===== src/hw/rtl/multiclass_vigenere_decrypt_macros.svh =====
// assertion macros shared by the decryptor rtl
`ifndef MULTICLASS_VIGENERE_DECRYPT_MACROS_SVH
`define MULTICLASS_VIGENERE_DECRYPT_MACROS_SVH

// same-cycle implication, checked out of reset
`define MVD_ASSERT_IMP(label, ante, cons, msg) \
  label: assert property (@(posedge clk) disable iff (!rst_n) (ante) |-> (cons)) \
    else $error(msg);

// next-cycle implication, checked out of reset
`define MVD_ASSERT_NXT(label, ante, cons, msg) \
  label: assert property (@(posedge clk) disable iff (!rst_n) (ante) |=> (cons)) \
    else $error(msg);

`endif


===== src/hw/rtl/mvd_pkg.sv =====
// shared types, constants and lookup functions for the vigenere decryptor
package mvd_pkg;

  localparam int KEY_BYTES_DEF = 8;
  localparam int CFG_DATA_W    = 64;
  localparam int KEY_LEN_W     = 4;
  localparam int CHAR_W        = 7;
  localparam int CFG_IDX_W     = 1;
  localparam int SYM_COUNT     = 29;
  localparam int IDX_W         = 5;

  // configuration register indexes
  typedef enum logic [CFG_IDX_W-1:0] {
    REG_KEY_BYTES  = 1'b0,
    REG_KEY_LENGTH = 1'b1
  } cfg_reg_t;

  // class bounds
  localparam logic [CHAR_W-1:0] CH_LOWER_A = 7'h61;
  localparam logic [CHAR_W-1:0] CH_LOWER_Z = 7'h7a;
  localparam logic [CHAR_W-1:0] CH_UPPER_A = 7'h41;
  localparam logic [CHAR_W-1:0] CH_UPPER_Z = 7'h5a;
  localparam logic [CHAR_W-1:0] CH_DIGIT_0 = 7'h30;
  localparam logic [CHAR_W-1:0] CH_DIGIT_9 = 7'h39;

  localparam logic [IDX_W-1:0] ALPHA_SIZE  = 5'd26;
  localparam logic [IDX_W-1:0] DIGIT_SIZE  = 5'd10;
  localparam logic [IDX_W-1:0] SYMBOL_SIZE = 5'd29;
  localparam logic [IDX_W-1:0] SYMBOL_LAST = 5'd28;

  // symbol class in index order, space last
  localparam logic [CHAR_W-1:0] SYM_TABLE [SYM_COUNT] = '{
    7'h21, 7'h40, 7'h23, 7'h24, 7'h25, 7'h5e, 7'h26, 7'h2a, 7'h28, 7'h29,
    7'h5f, 7'h2b, 7'h2d, 7'h3d, 7'h5b, 7'h5d, 7'h7b, 7'h7d, 7'h7c, 7'h3b,
    7'h3a, 7'h22, 7'h2c, 7'h3c, 7'h2e, 7'h3e, 7'h2f, 7'h3f, 7'h20
  };

  typedef struct packed {
    logic             found;
    logic [IDX_W-1:0] idx;
  } sym_hit_t;

  // 7-bit value modulo a class size of 10..29, by conditional subtraction
  function automatic logic [IDX_W-1:0] mod_small(input logic [CHAR_W-1:0] v,
                                                 input logic [IDX_W-1:0]  m);
    logic [7:0] acc;
    logic [7:0] step;
    acc = {1'b0, v};
    for (int i = 3; i >= 0; i--) begin
      step = {3'b000, m} << i;
      if (acc >= step) begin
        acc = acc - step;
      end
    end
    return acc[IDX_W-1:0];
  endfunction

  // index of a character in the symbol class
  function automatic sym_hit_t sym_lookup(input logic [CHAR_W-1:0] c);
    sym_hit_t hit;
    hit = '0;
    for (int i = 0; i < SYM_COUNT; i++) begin
      if (!hit.found && SYM_TABLE[i] == c) begin
        hit.found = 1'b1;
        hit.idx   = IDX_W'(i);
      end
    end
    return hit;
  endfunction

  // class index moved back by shift with wraparound, shift below size
  function automatic logic [IDX_W-1:0] back_shift(input logic [IDX_W-1:0] idx,
                                                  input logic [IDX_W-1:0] shift,
                                                  input logic [IDX_W-1:0] size);
    logic [IDX_W:0] sum;
    if (idx >= shift) begin
      sum = {1'b0, idx} - {1'b0, shift};
    end else begin
      sum = {1'b0, idx} + {1'b0, size} - {1'b0, shift};
    end
    return sum[IDX_W-1:0];
  endfunction

endpackage


===== src/hw/rtl/mvd_key_ctrl.sv =====
// key storage, key length and key position tracking
module mvd_key_ctrl #(
  parameter int KEY_BYTES = mvd_pkg::KEY_BYTES_DEF
) (
  input  logic                             clk,
  input  logic                             rst_n,
  input  logic                             cfg_wr_en,
  input  logic [mvd_pkg::CFG_IDX_W-1:0]    cfg_index,
  input  logic [mvd_pkg::CFG_DATA_W-1:0]   cfg_data,
  input  logic                             take,
  input  logic                             first,
  output logic [mvd_pkg::CHAR_W-1:0]       key_char
);
  import mvd_pkg::*;

  localparam int LenW = $clog2(KEY_BYTES + 1);
  localparam int PosW = (KEY_BYTES > 1) ? $clog2(KEY_BYTES) : 1;

  logic [CHAR_W-1:0] key_r   [KEY_BYTES];
  logic [CHAR_W-1:0] key_nxt [KEY_BYTES];
  logic [LenW-1:0]   len_r, len_nxt;
  logic [PosW-1:0]   pos_r, pos_nxt;
  logic [PosW-1:0]   pos_use;
  logic [PosW:0]     pos_inc;
  logic [KEY_LEN_W-1:0] len_raw;
  logic [LenW-1:0]   len_eff;

  // position reduced below a new length
  function automatic logic [PosW-1:0] pos_wrap(input logic [PosW-1:0] p,
                                               input logic [LenW-1:0] n);
    logic [PosW:0] v;
    v = {1'b0, p};
    for (int i = 0; i < KEY_BYTES; i++) begin
      if (v >= (PosW+1)'(n)) begin
        v = v - (PosW+1)'(n);
      end
    end
    return v[PosW-1:0];
  endfunction

  // key character for the incoming item
  assign pos_use  = first ? '0 : pos_r;
  assign key_char = key_r[pos_use];
  assign pos_inc  = {1'b0, pos_use} + (PosW+1)'(1);

  // clamp the written length into 1..KEY_BYTES
  assign len_raw = cfg_data[KEY_LEN_W-1:0];
  always_comb begin
    if (len_raw == '0) begin
      len_eff = LenW'(1);
    end else if (32'(len_raw) > KEY_BYTES) begin
      len_eff = LenW'(KEY_BYTES);
    end else begin
      len_eff = LenW'(len_raw);
    end
  end

  // next register values
  always_comb begin
    key_nxt = key_r;
    len_nxt = len_r;
    pos_nxt = pos_r;
    if (cfg_wr_en) begin
      unique case (cfg_reg_t'(cfg_index))
        REG_KEY_BYTES: begin
          for (int b = 0; b < KEY_BYTES; b++) begin
            key_nxt[b] = cfg_data[8*b +: CHAR_W];
          end
        end
        REG_KEY_LENGTH: begin
          len_nxt = len_eff;
          pos_nxt = pos_wrap(pos_r, len_eff);
        end
        default: begin
          len_nxt = len_r;
        end
      endcase
    end else if (take) begin
      pos_nxt = (pos_inc == (PosW+1)'(len_r)) ? '0 : pos_inc[PosW-1:0];
    end
  end

  always_ff @(posedge clk) begin
    if (!rst_n) begin
      for (int b = 0; b < KEY_BYTES; b++) begin
        key_r[b] <= '0;
      end
      len_r <= LenW'(1);
      pos_r <= '0;
    end else begin
      key_r <= key_nxt;
      len_r <= len_nxt;
      pos_r <= pos_nxt;
    end
  end

endmodule


===== src/hw/rtl/mvd_char_dec.sv =====
// per-character class decode and modular back shift
module mvd_char_dec (
  input  logic [mvd_pkg::CHAR_W-1:0] char_in,
  input  logic [mvd_pkg::CHAR_W-1:0] key_char,
  output logic [mvd_pkg::CHAR_W-1:0] char_out
);
  import mvd_pkg::*;

  logic             is_lower, is_upper, is_digit;
  logic [IDX_W-1:0] s_alpha, s_digit, s_sym;
  logic [IDX_W-1:0] lower_off, upper_off, digit_off;
  logic [IDX_W-1:0] sym_res;
  sym_hit_t         hit;

  // class detection
  assign is_lower = (char_in >= CH_LOWER_A) && (char_in <= CH_LOWER_Z);
  assign is_upper = (char_in >= CH_UPPER_A) && (char_in <= CH_UPPER_Z);
  assign is_digit = (char_in >= CH_DIGIT_0) && (char_in <= CH_DIGIT_9);

  // key shift per class size
  assign s_alpha = mod_small(key_char, ALPHA_SIZE);
  assign s_digit = mod_small(key_char, DIGIT_SIZE);
  assign s_sym   = mod_small(key_char, SYMBOL_SIZE);

  // offsets within each class
  assign lower_off = IDX_W'(char_in - CH_LOWER_A);
  assign upper_off = IDX_W'(char_in - CH_UPPER_A);
  assign digit_off = IDX_W'(char_in - CH_DIGIT_0);

  // symbol class, unknown characters act as index minus one
  assign hit     = sym_lookup(char_in);
  assign sym_res = hit.found ? back_shift(hit.idx, s_sym, SYMBOL_SIZE)
                             : SYMBOL_LAST - s_sym;

  // result character
  always_comb begin
    if (is_lower) begin
      char_out = CH_LOWER_A + CHAR_W'(back_shift(lower_off, s_alpha, ALPHA_SIZE));
    end else if (is_upper) begin
      char_out = CH_UPPER_A + CHAR_W'(back_shift(upper_off, s_alpha, ALPHA_SIZE));
    end else if (is_digit) begin
      char_out = CH_DIGIT_0 + CHAR_W'(back_shift(digit_off, s_digit, DIGIT_SIZE));
    end else begin
      char_out = SYM_TABLE[sym_res];
    end
  end

endmodule


===== src/hw/rtl/multiclass_vigenere_decrypt.sv =====
// top level of the repeating-key character decryptor
// items pass the input register, then the result register, one per cycle unless
// stalled; each accepted item advances the key position unless cfg_wr_en is high
// in_stall rises only when both stages hold items and the result is stalled
// reset (synchronous, rst_n low): pipeline empty, key bytes 0, key length 1, position 0
module multiclass_vigenere_decrypt #(
  parameter int KEY_BYTES = mvd_pkg::KEY_BYTES_DEF
) (
  input  logic                           clk,
  input  logic                           rst_n,
  input  logic                           in_valid,
  output logic                           in_stall,
  input  logic [mvd_pkg::CHAR_W-1:0]     in_char_in,
  input  logic                           in_first_of_message,
  output logic                           out_valid,
  input  logic                           out_stall,
  output logic [mvd_pkg::CHAR_W-1:0]     out_char_out,
  input  logic                           cfg_wr_en,
  input  logic [mvd_pkg::CFG_IDX_W-1:0]  cfg_index,
  input  logic [mvd_pkg::CFG_DATA_W-1:0] cfg_data
);
  import mvd_pkg::*;
  `include "multiclass_vigenere_decrypt_macros.svh"

  logic              in_take, out_adv;
  logic [CHAR_W-1:0] key_char;
  logic              s1_v_r, s1_v_nxt;
  logic [CHAR_W-1:0] s1_char_r, s1_key_r;
  logic              out_valid_r, out_valid_nxt;
  logic [CHAR_W-1:0] out_char_r, dec_char;

  // handshake
  assign out_adv  = !out_valid_r || !out_stall;
  assign in_stall = s1_v_r && !out_adv;
  assign in_take  = in_valid && !in_stall;

  // key select and position tracking
  mvd_key_ctrl #(
    .KEY_BYTES (KEY_BYTES)
  ) u_key (
    .clk       (clk),
    .rst_n     (rst_n),
    .cfg_wr_en (cfg_wr_en),
    .cfg_index (cfg_index),
    .cfg_data  (cfg_data),
    .take      (in_take),
    .first     (in_first_of_message),
    .key_char  (key_char)
  );

  // input register valid
  assign s1_v_nxt = in_take || (s1_v_r && !out_adv);

  always_ff @(posedge clk) begin
    if (!rst_n) begin
      s1_v_r <= 1'b0;
    end else begin
      s1_v_r <= s1_v_nxt;
    end
  end

  // input register payload with its key character
  always_ff @(posedge clk) begin
    if (in_take) begin
      s1_char_r <= in_char_in;
      s1_key_r  <= key_char;
    end
  end

  // character decode
  mvd_char_dec u_dec (
    .char_in  (s1_char_r),
    .key_char (s1_key_r),
    .char_out (dec_char)
  );

  // result register
  assign out_valid_nxt = out_adv ? s1_v_r : out_valid_r;

  always_ff @(posedge clk) begin
    if (!rst_n) begin
      out_valid_r <= 1'b0;
    end else begin
      out_valid_r <= out_valid_nxt;
    end
  end

  always_ff @(posedge clk) begin
    if (out_adv && s1_v_r) begin
      out_char_r <= dec_char;
    end
  end

  assign out_valid    = out_valid_r;
  assign out_char_out = out_char_r;

  // pipeline checks
  `MVD_ASSERT_IMP(a_stall_only_full, in_stall, s1_v_r && out_valid_r && out_stall, "stall while not full")
  `MVD_ASSERT_NXT(a_take_fills_stage, in_take, s1_v_r, "accepted item lost at input register")
  `MVD_ASSERT_NXT(a_stage_drains, s1_v_r && out_adv, out_valid_r, "item lost between stages")

endmodule

===== config.mk =====
export PLATFORM = sky130hd
export DESIGN_NAME = multiclass_vigenere_decrypt
export DESIGN_NICKNAME = d
export VERILOG_FILES = /design/src/hw/rtl/mvd_pkg.sv /design/src/hw/rtl/mvd_key_ctrl.sv /design/src/hw/rtl/mvd_char_dec.sv /design/src/hw/rtl/multiclass_vigenere_decrypt.sv
export VERILOG_INCLUDE_DIRS = /design/src /design/src/hw/rtl
export SDC_FILE = /design/constraint.sdc
export NUM_CORES = 1
export LEC_CHECK = 0
export BUFFER_PORTS_ARGS = -buffer_cell sky130_fd_sc_hd__buf_4
export CAP_MARGIN = 20
export CELL_PAD_IN_SITES_DETAIL_PLACEMENT = 1
export CELL_PAD_IN_SITES_GLOBAL_PLACEMENT = 1
export CORE_UTILIZATION = 42
export DETAILED_ROUTE_END_ITERATION = 8
export GPL_ROUTABILITY_DRIVEN = 1
export GPL_TIMING_DRIVEN = 0
export PLACE_DENSITY = 0.89
export REMOVE_ABC_BUFFERS = 1
export SETUP_SLACK_MARGIN = 0.4
export SLEW_MARGIN = 0
export SYNTH_ARGS = -nofsm -noshare
export SYNTH_HDL_FRONTEND = slang
export SYNTH_SLANG_ARGS = --single-unit
export TNS_END_PERCENT = 20

===== constraint.sdc =====
create_clock -name clk -period 12.99 [get_ports clk]
set_input_delay 1.299 -clock clk [delete_from_list [all_inputs] [get_ports clk]]
set_output_delay 1.299 -clock clk [all_outputs]
set_load 0.05 [all_outputs]

== After elaboration in Yosys (flattened, before gate mapping) ==
Memory sizes are Yosys's and may differ from the RTL's.
Index checks and enable logic that the tools add are counted.

* Multiplexer cells: 89
* Reduce and logical (&&, ||, !) cells: 73
* Bitwise logic cells: 3
* Magnitude comparators: 33
* Equality and inequality tests: 31
* Add/subtract/negate cells: 40

{| class="wikitable"
|+ Operators by type and width
! cell !! number
|-
| $mux 6 || 29
|-
| $eq 6x7->1 const A || 21
|-
| $mux 4 || 23
|-
| $mux 8 || 9
|-
| $mux 5 || 14
|-
| $eq 7x7->1 const A || 8
|-
| $mux 7 || 7
|-
| $sub 5x5->5 || 8
|-
| $logic_and 1x1->1 || 34
|-
| $logic_not 1->1 || 32
|-
| $ge 4x4->1 || 7
|-
| $ge 8x5->1 const B || 3
|-
| $ge 8x6->1 const B || 3
|-
| $sub 4x4->4 || 6
|-
| $sub 8x6->8 const B || 3
|-
| $bmux 7 s3 || 1
|-
| $ge 7x7->1 const B || 3
|-
| $ge 5x5->1 || 4
|-
| $mux 3 || 6
|-
| $ge 7x8->1 const B || 2
|-
| $ge 8x7->1 const B || 2
|-
| $sub 7x8->8 const B || 2
|-
| $sub 8x7->8 const B || 2
|-
| $add 5x5->5 const B || 3
|-
| other kinds (30) || 37
|}

* Memories: 1
* ROM bits: 224
* Register bits: 86
* Output and inout bits: 9

{| class="wikitable"
|+ Memory list
! name !! depth !! bits a word !! rd ports !! clocked after Yosys merged registers in !! wr ports !! line !! RTL
|-
| (name not given) || 32 || 7 || 1 || 0 || 0 || mvd_char_dec.sv:44 || <nowiki>char_out = SYM_TABLE[sym_res];</nowiki>
|}

== Logic depth before layout (Yosys ltp) ==
Gate-level depths: netlist (run 1).

* Depth after elaboration: 97
* Gate-level depth with buffers: 62
* Mapped depth without buffers: 62

== Modules after synthesis ==
Synthesis (run 1) repeated with hierarchy kept, for this count alone.

* Cells, all modules: 1255
* Area, all modules: 9809.4 um^2

{| class="wikitable"
|+ Modules (own cells, without submodules)
! module !! cells each !! area an instance (um^2) !! instances
|-
| mvd_key_ctrl || 583 || 4624.4 || 1
|-
| mvd_char_dec || 643 || 4470.5 || 1
|-
| multiclass_vigenere_decrypt || 29 || 714.4 || 1
|}

== Least setup slack after synthesis (run 1) ==
No wires, ideal clock.

* Path type: input-to-reg
* From: in cfg_data[1] (netlist name)
* To: reg u_key.pos_r[1]
* Path slack: 0.493 ns
* Library setup time: 0.130 ns
* Data arrival time: 12.367 ns
* Buffers on the path: 0
* Cell stages on the path: 54
* Path through: nor2_1 -> nor2_1 -> nor2_1 -> ha_1 -> inv_1 -> fa_1 -> a21o_1 -> a21oi_1 -> nor2_1 -> o21ai_0 -> ha_1 -> fa_1 -> a21bo_2 -> a21o_1 -> a21oi_1 -> mux2_2 -> ha_1 -> a21bo_2 -> (+18 left out) -> a21o_1 -> a21oi_1 -> mux2_2 -> ha_1 -> fa_1 -> nand2_1 -> a21o_1 -> a21oi_1 -> mux2_2 -> ha_1 -> inv_1 -> fa_1 -> a21o_1 -> a21o_1 -> a21oi_1 -> mux2_2 -> a22oi_1 -> a21oi_1

* Longest elaborated chain between the ends: 35
* Elaborated cells between the ends (all ways): 44
* Classes of those cells: add/sub: 8; order compare: 9; mux: 26; reduce/logical: 1

{| class="wikitable"
|+ Ends and longest elaborated chain
! item !! line !! RTL
|-
| start: declaration || multiclass_vigenere_decrypt.sv:20 || <nowiki>input logic [mvd_pkg::CFG_DATA_W-1:0] cfg_data</nowiki>
|-
| $gt 4x4->1 || mvd_key_ctrl.sv:51 || <nowiki>end else if (32'(len_raw) > KEY_BYTES) begin</nowiki>
|-
| $mux 4 || mvd_key_ctrl.sv:51 ||
|-
| $mux 4 * || mvd_key_ctrl.sv:49 || <nowiki>if (len_raw == '0) begin</nowiki>
|-
| net u_key.len_eff[0] || mvd_key_ctrl.sv:26 || <nowiki>logic [LenW-1:0] len_eff;</nowiki>
|-
| $sub 3x4->4 / $ge 3x4->1 (equally long branches) || mvd_key_ctrl.sv:35, mvd_key_ctrl.sv:34 ||
|-
| $mux 4 || mvd_key_ctrl.sv:34 || <nowiki>if (v >= (PosW+1)'(n)) begin</nowiki>
|-
| $mux 4 || mvd_key_ctrl.sv:64 || <nowiki>unique case (cfg_reg_t'(cfg_index))</nowiki>
|-
| $mux 4 || mvd_key_ctrl.sv:63 || <nowiki>if (cfg_wr_en) begin</nowiki>
|-
| (+20 left out) || - ||
|-
| $sub 4x4->4 / $ge 4x4->1 (equally long branches) || mvd_key_ctrl.sv:35, mvd_key_ctrl.sv:34 ||
|-
| $mux 4 || mvd_key_ctrl.sv:34 ||
|-
| $mux 4 || mvd_key_ctrl.sv:64 ||
|-
| $mux 4 || mvd_key_ctrl.sv:63 ||
|-
| $ge 4x4->1 / $sub 3x3->3 (equally long branches) || mvd_key_ctrl.sv:34, mvd_key_ctrl.sv:35 ||
|-
| $mux 3 * || mvd_key_ctrl.sv:34 ||
|-
| $mux 3 * || mvd_key_ctrl.sv:64 ||
|-
| $mux 3 * || mvd_key_ctrl.sv:63 ||
|-
| end signal: assignment || mvd_key_ctrl.sv:93 || <nowiki>pos_r <= pos_nxt;</nowiki>
|-
| end: declaration || mvd_key_ctrl.sv:22 || <nowiki>logic [PosW-1:0] pos_r, pos_nxt;</nowiki>
|}

The timed path passes the listed nets; every way through them passes the cells marked *. The select of a mux whose other input is x is not followed.
A chain may end at the register's enable or synchronous reset.

== Worst setup path in the final report (run 1) ==
* From: in cfg_data[3] (netlist name)
* To: reg u_key.pos_r[1]

* Longest elaborated chain between the ends: 35
* Elaborated cells between the ends (all ways): 44
* Classes of those cells: add/sub: 8; order compare: 9; mux: 26; reduce/logical: 1

{| class="wikitable"
|+ Ends and longest elaborated chain
! item !! line
|-
| $gt 4x4->1 || mvd_key_ctrl.sv:51
|-
| $mux 4 || mvd_key_ctrl.sv:51
|-
| $mux 4 * || mvd_key_ctrl.sv:49
|-
| $sub 3x4->4 / $ge 3x4->1 (equally long branches) || mvd_key_ctrl.sv:35, mvd_key_ctrl.sv:34
|-
| $mux 4 || mvd_key_ctrl.sv:34
|-
| $mux 4 || mvd_key_ctrl.sv:64
|-
| $mux 4 || mvd_key_ctrl.sv:63
|-
| $sub 4x4->4 / $ge 4x4->1 (equally long branches) || mvd_key_ctrl.sv:35, mvd_key_ctrl.sv:34
|-
| (+19 left out) || -
|-
| $sub 4x4->4 / $ge 4x4->1 (equally long branches) || mvd_key_ctrl.sv:35, mvd_key_ctrl.sv:34
|-
| $mux 4 || mvd_key_ctrl.sv:34
|-
| $mux 4 || mvd_key_ctrl.sv:64
|-
| $mux 4 || mvd_key_ctrl.sv:63
|-
| $ge 4x4->1 / $sub 3x3->3 (equally long branches) || mvd_key_ctrl.sv:34, mvd_key_ctrl.sv:35
|-
| $mux 3 * || mvd_key_ctrl.sv:34
|-
| $mux 3 * || mvd_key_ctrl.sv:64
|-
| $mux 3 * || mvd_key_ctrl.sv:63
|}

Mark *: on every way between the ends. The rest lies on a longest branch, timed or not. The select of a mux whose other input is x is not followed.

==> results.sh, run 1 <==
export IMPL_drive_gt1_share_pct=15.73
export IMPL_worstReg2RegStart="u_key.pos_r[0]"
export IMPL_synth_ff_type="dfxtp_1"
export IMPL_syn_inst=1179
export IMPL_core_mm2=0.02189
export IMPL_cp_end_kind="flop"
export IMPL_die_w_um=151.8
export IMPL_synth_xor_area_share_pct=5.856
export IMPL_first_iter_violations=480
export IMPL_portBuffers=78
export IMPL_instances_no_fill=1507
export IMPL_hold_path_class="flop to flop"
export IMPL_grt_max_degree=66
export IMPL_syn_avg_cell_area_um2=7.992
export IMPL_wl_per_cell_um=19.72
export IMPL_via_count=9143
export IMPL_synth_top_family_by_area="compound AO/OA/AOI/OAI gates"
export IMPL_hold_end="u_key.key_r[28]"
export IMPL_startpoint_type="primary input"
export IMPL_grtUsageMet1_pct=30.78
export IMPL_path_class="primary input to flop"
export IMPL_cts_max_level=3
export IMPL_cts_max_path_buffers=2
export IMPL_finalCritPeriodShare_pct=96.06
export IMPL_finalSetupViolCount=0
export IMPL_worst_pin_slew_ns=1.059
export IMPL_initial_core_util_pct=43.04
export IMPL_r2r_cells=52
export IMPL_dpl_hpwl_um=20610
export IMPL_synthArstFlopShare_pct=0
export IMPL_dp_cells=1479
export IMPL_min_from="u_key.key_r[28]"
export IMPL_antenna_cells=0
export IMPL_syn_area_mm2=0.009423
export IMPL_muxShareOfSynthArea_pct=6.082
export IMPL_mostFrequentLayoutCell="nand2_1"
export IMPL_boundaryPins=87
export IMPL_synth_warning_count=0
export IMPL_track_usage_pct=25.08
export IMPL_insertion_delay_ns=0.36
export IMPL_final_antenna_net_count=0
export IMPL_place_congestion=0.9252
export IMPL_die_area_mm2=0.02304
export IMPL_synthSimpleGateAreaFrac_pct=18.68
export IMPL_ys_ff_latch=86
export IMPL_cts_sinks=86
export IMPL_fmax_mhz=80.14
export IMPL_max_stage_delay_ns=0.51
export IMPL_grt_use_met2_pct=44.07
export IMPL_grt_overflow_total=0
export IMPL_synth_fa_ha_area_share_pct=16.94
export IMPL_final_nets=1418
export IMPL_synth_sequential_area_ratio_pct=20.50
export IMPL_whs_path_depth=2
export IMPL_slew_headroom_pct=28.89
export IMPL_grt_use_met3_pct=3.473
export IMPL_synth_edff_count=21
export IMPL_row_count=54
export IMPL_synth_compound_area_share_pct=25.95
export IMPL_area_growth_pct=13.82
export IMPL_path_max_fanout=12
export IMPL_cts_tree="yes"
export IMPL_arrival_ns=12.72
export IMPL_viasPerCell=6.067
export IMPL_finalHoldViolCount=0
export IMPL_grt_most_used_layer="met2"
export IMPL_r2r_slack_ns=1.01
export IMPL_grt_pass1_vias=9396
export IMPL_status="finished clean"
export IMPL_period_minus_slack_ns=12.48
export IMPL_slew_violations=0
export IMPL_grt_antenna_before_repair=0
export IMPL_rsz0062_at_grt="no"
export IMPL_cts_buffers=9
export IMPL_clk_pin_slew_ns=0.08
export IMPL_hold_buffers=0
export IMPL_drt_pass1_iterations=5
export IMPL_maxCapViolations=0
export IMPL_wirelength_um=29720
export IMPL_post_route_util_pct=48.99
export IMPL_ys_types=87
export IMPL_die_y_um=151.8
export IMPL_worstReg2RegEnd="u_key.pos_r[1]"
export IMPL_crit_slowest_cell="ha_1"
export IMPL_critical_path_required_ns=13.23
export IMPL_finClkSkew_ns=0.01070
export IMPL_mostFrequentLayoutCells="nand2_1, ha_1, buf_4"
export IMPL_grt_pass1_wl_um=46230
export IMPL_clockRootBuffer="clkbuf_16"
export IMPL_post_route_drc_count=0
==> cell usage after synthesis (all sizes together) (6+ instances only) <==
cell	number	area, µm²
a211oi	20	162.7
nor3b	12	90.09
dfxtp	65	1301
fa	16	320.3
nand3	25	125.1
ha	102	1276
a21oi	70	354.1
or2	8	50.05
xnor2	42	367.9
clkbuf	46	172.7
nand2	181	679.4
o211ai	8	60.06
buf	18	98.84
xor2	21	183.9
edfxtp	21	630.6
o21ai	53	269.0
a21o	36	270.3
mux2	25	285.3
a221oi	10	93.84
nor2	58	217.7
and2	9	56.30
o22ai	8	50.05
mux2i	13	130.1
nor2b	9	56.30
and3	11	73.82
mux4	7	157.7
a21boi	62	465.5
nand2b	12	75.07
inv	75	281.5
nand4	6	37.54
nor3	18	95.09
a31oi	12	81.33
==> area by class of cell <==
| type | count | area, µm² |
|---|---|---|
| clock inverters | 5 | 61.31 |
| well taps | 280 | 350.3 |
| clock buffers | 11 | 252.7 |
| multi-input cells | 951 | 7086 |
| inverters | 78 | 296.5 |
| repair buffers | 96 | 747.0 |
| flip-flops and latches | 86 | 1932 |
| fillers | 2669 | 11170 |
==> metal layers <==
| layer | up-vias | wire (µm) | share of wire [%] |
|---|---|---|---|
| li1 | 4301 | - | - |
| met1 | 4486 | 12690 | 43 |
| met5 | - | 0 | 0 |
| met2 | 285 | 14840 | 50 |
| met4 | 0 | 895 | 3.0 |
| met3 | 71 | 1293 | 4.4 |
==> kinds of logic after synthesis <==
group,count (synthesis)
and+or+nand+nor,374
AOI/OAI and AO/OA,351
buffers and inverters,142
adders and majority gates,118
DFF,86
xor gates and xnor gates,63
muxes,45
==> flip-flops by register name (all words and copies together) (netlist names) <==
signal,flops
out_valid,1
s1_v_r,1
u_key.len_r,4
s1_char_r,7
u_key.pos_r,3
s1_key_r,7
u_key.key_r,56
out_char_out,7
==> critical path: cells and delay by family <==
family,cells,cell delay (ns)
AO/OA/AOI/OAI,21,3.65
adder cells (fa/ha/maj),12,3.86
buffers and inverters,5,0.66
multiplexers,7,2.32
AND/OR/NAND/NOR,6,0.91
==> stage by stage <==
stage | hold WS, ns | cell area, µm² | TNS [ns] | setup WS, ns
2_1_floorplan | 0.4386 | 9151 | 0 | 0.4903
3_3_place_gp | 0.4471 | 10090 | -2.232 | -0.8761
3_5_place_dp | 0.4561 | 10170 | -3.599 | -1.346
4_1_cts | 0.4658 | 10560 | 0 | 0.4164
5_1_grt | 0.4939 | 10730 | 0 | 0.1060
6_report | 0.4635 | 10730 | 0 | 0.5121
==> timing repair <==
action,CTS,global route
setup buffers,1,10
resized for setup,17,19
pin swaps,1,8
setup endpoints to repair,3,3
==> worst max-delay path by stage <==
stage | from | end | cells past startpoint
global placement | cfg_data[3] | u_key.pos_r[1] | 57
detailed placement | cfg_data[3] | u_key.pos_r[1] | 57
floorplan | cfg_data[1] | u_key.pos_r[1] | 54
CTS | cfg_data[1] | u_key.pos_r[1] | 56
global route | cfg_data[3] | u_key.pos_r[0] | 53
finish | cfg_data[3] | u_key.pos_r[1] | 51
Power of run 1 is left out: the tool's default activity adds up to more than one toggle a clock period on the data nets, which glitch-free logic cannot reach.
==> inputs of run 2 (changes only) <==
--- a/config.mk
+++ b/config.mk
@@ -10,11 +10,11 @@
 export CAP_MARGIN = 20
 export CELL_PAD_IN_SITES_DETAIL_PLACEMENT = 1
 export CELL_PAD_IN_SITES_GLOBAL_PLACEMENT = 1
-export CORE_UTILIZATION = 42
+export CORE_UTILIZATION = 46
 export DETAILED_ROUTE_END_ITERATION = 8
 export GPL_ROUTABILITY_DRIVEN = 1
 export GPL_TIMING_DRIVEN = 0
-export PLACE_DENSITY = 0.89
+export PLACE_DENSITY = 0.92
 export REMOVE_ABC_BUFFERS = 1
 export SETUP_SLACK_MARGIN = 0.4
 export SLEW_MARGIN = 0
==> constraint.sdc (replaced) <==
create_clock -name clk -period 13.29 [get_ports clk]
set_input_delay 1.329 -clock clk [delete_from_list [all_inputs] [get_ports clk]]
set_output_delay 1.329 -clock clk [all_outputs]
set_load 0.05 [all_outputs]
==> run 2 against run 1 <==
Against the previous run: utilization increased by 5.4 points; highest routed layer unchanged; wire length increased by 16%; die area decreased by 8.6%; design area increased by 0.28%; largest cell class unchanged; worst hold slack improved by 0.0037 ns; non-clock buffer count increased by 3; cell count decreased by 0.80%; critical endpoint is now u_key.pos_r[0].
==> results.sh, run 2 (synthesis gave the netlist of run 1 again) <==
export IMPL_path_max_fanout=6
export IMPL_cp_end_kind="flop"
export IMPL_post_route_drc_count=0
export IMPL_row_count=51
export IMPL_design_area_mm2=0.01076
export IMPL_cts_max_path_buffers=2
export IMPL_place_congestion=0.8831
export IMPL_worstReg2RegStart="u_key.pos_r[0]"
export IMPL_dpl_cell_area_mm2=0.01014
export IMPL_grt_pass1_vias=9876
export IMPL_cts_sinks=86
export IMPL_min_from="u_key.key_r[35]"
export IMPL_r2r_slack_ns=0.57
export IMPL_track_usage_pct=29.80
export IMPL_cts_max_level=3
export IMPL_hold_buffers=0
export IMPL_path_buf_inv=5
export IMPL_slew_violations=0
export IMPL_core_mm2=0.01978
export IMPL_finClkSkew_ns=0.009982
export IMPL_cpMostUsedCell="a21o_1"
export IMPL_mostFrequentLayoutCells="nand2_1, ha_1, buf_4"
export IMPL_hold_end="u_key.key_r[35]"
export IMPL_worstReg2RegEnd="u_key.pos_r[0]"
export IMPL_initial_core_util_pct=47.63
export IMPL_period_minus_slack_ns=13.19
export IMPL_startpoint_type="primary input"
export IMPL_drive_gt1_share_pct=16.18
export IMPL_finalCritPeriodShare_pct=99.21
export IMPL_hold_path_class="flop to flop"
export IMPL_boundaryPins=87
export IMPL_die_y_um=145.1
export IMPL_critical_path_required_ns=13.57
export IMPL_regMostFlops="u_key.key_r"
export IMPL_mostFrequentLayoutCell="nand2_1"
export IMPL_r2r_cells=52
export IMPL_final_nets=1421
export IMPL_n_fill_cell=2395
export IMPL_finalHoldViolCount=0
export IMPL_max_stage_delay_ns=0.50
export IMPL_maxCapViolations=0
export IMPL_dpl_hpwl_um=21380
export IMPL_insertion_delay_ns=0.36
export IMPL_wl_per_cell_um=23.00
export IMPL_grt_use_met2_pct=52.69
export IMPL_die_w_um=145.1
export IMPL_fmax_mhz=75.84
export IMPL_grt_max_degree=66
export IMPL_grt_use_met3_pct=4.843
export IMPL_grt_antenna_before_repair=0
export IMPL_via_count=9570
export IMPL_slew_headroom_pct=31.31
export IMPL_clk_pin_slew_ns=0.08
export IMPL_cts_tree="yes"
export IMPL_wirelength_um=34380
export IMPL_arrival_ns=13.46
export IMPL_antenna_cells=0
export IMPL_path_class="primary input to flop"
export IMPL_whs_path_depth=2
export IMPL_clockRootBuffer="clkbuf_16"
export IMPL_cts_buffers=9
export IMPL_status="finished clean"
export IMPL_cp_top_family="adder cells"
export IMPL_viasPerCell=6.401
export IMPL_grt_most_used_layer="met2"
export IMPL_grt_overflow_total=0
export IMPL_grt_pass1_wl_um=50830
export IMPL_portBuffers=78
export IMPL_grtUsageMet1_pct=34.84
export IMPL_finalSetupViolCount=0
export IMPL_area_growth_pct=14.14
export IMPL_largest_register_ffs=56
export IMPL_die_area_mm2=0.02106
export IMPL_worst_pin_slew_ns=1.029
export IMPL_drt_pass1_iterations=5
export IMPL_first_iter_violations=759
export IMPL_crit_slowest_cell="o21ai_0"
export IMPL_final_antenna_net_count=0
run 2: cell types whose count changed in the layout (fill, tap and decap cells not counted), sizes merged:
| cell | change |
|---|---|
| buf | +1 |
| clkinvlp | +1 |
| clkinv | -1 |
| clkbuf | +2 |
run 2: layout make-up:
cell class                 count  area [µm²]  share of cell area [%]
inverter                      78       296.5                   2.757
sequential                    86        1932                   17.96
timing repair buffer          99       767.0                   7.131
clock inverter                 5       61.31                  0.5700
tap                          265       331.6                   3.083
multi-input combinational    951        7103                   66.04
clock buffer                  11       264.0                   2.455
run 2: how the worst max path moves through the flow:
| stage | cells after the start | slack (ns) | endpoint | startpoint |
|---|---|---|---|---|
| 3_3_place_gp | 57 | -0.72 | u_key.pos_r[1] | cfg_data[3] |
| 6_report | 55 | 0.10 | u_key.pos_r[0] | cfg_data[1] |
| 4_1_cts | 57 | 0.40 | u_key.pos_r[1] | cfg_data[1] |
| 3_5_place_dp | 55 | -1.37 | u_key.pos_r[1] | cfg_data[3] |
| 5_1_grt | 54 | -0.15 | u_key.pos_r[0] | cfg_data[1] |
| 2_1_floorplan | 54 | 0.76 | u_key.pos_r[1] | cfg_data[1] |
run 2: layer usage:
layer / vias up / share of wire, %
li1: 4305 / -
met5: - / 0
met1: 4630 / 39
met4: 0 / 5.8
met3: 166 / 6.2
met2: 469 / 49
run 2: through the flow:
step | util (%) | setup WS (ns) | std cells | TNS, ns | hold slack (ns)
final | 54.37 | 0.1045 | 1495 | 0 | 0.4672
after detailed placement | 51.27 | -1.372 | 1463 | -3.766 | 0.4606
after CTS | 53.47 | 0.4007 | 1482 | 0 | 0.4696
after floorplan | - | 0.7603 | 1115 | 0 | 0.4386
after global routing | 54.37 | -0.1487 | 1495 | -0.1487 | 0.4991
after global placement | 50.90 | -0.7223 | 1458 | -1.799 | 0.4452
run 2: worst register-to-register path: cells and delay by family (launching register included):
family                   cells  cell delay (ns)
multiplexers                 6             1.97
adder cells (fa/ha/maj)     14             4.25
flip-flops                   1             0.86
AND/OR/NAND/NOR              4             0.50
AO/OA/AOI/OAI               22             4.41
buffers and inverters        6             0.67
run 2: timing repair:
action                                  in CTS  in global routing
setup buffers                                3                 10
endpoints found under the setup margin       3                  3
cloned                                       0                  0
gates resized for setup                     21                 19
pin swaps                                    1                 12
Power of run 2 is left out for the same reason.
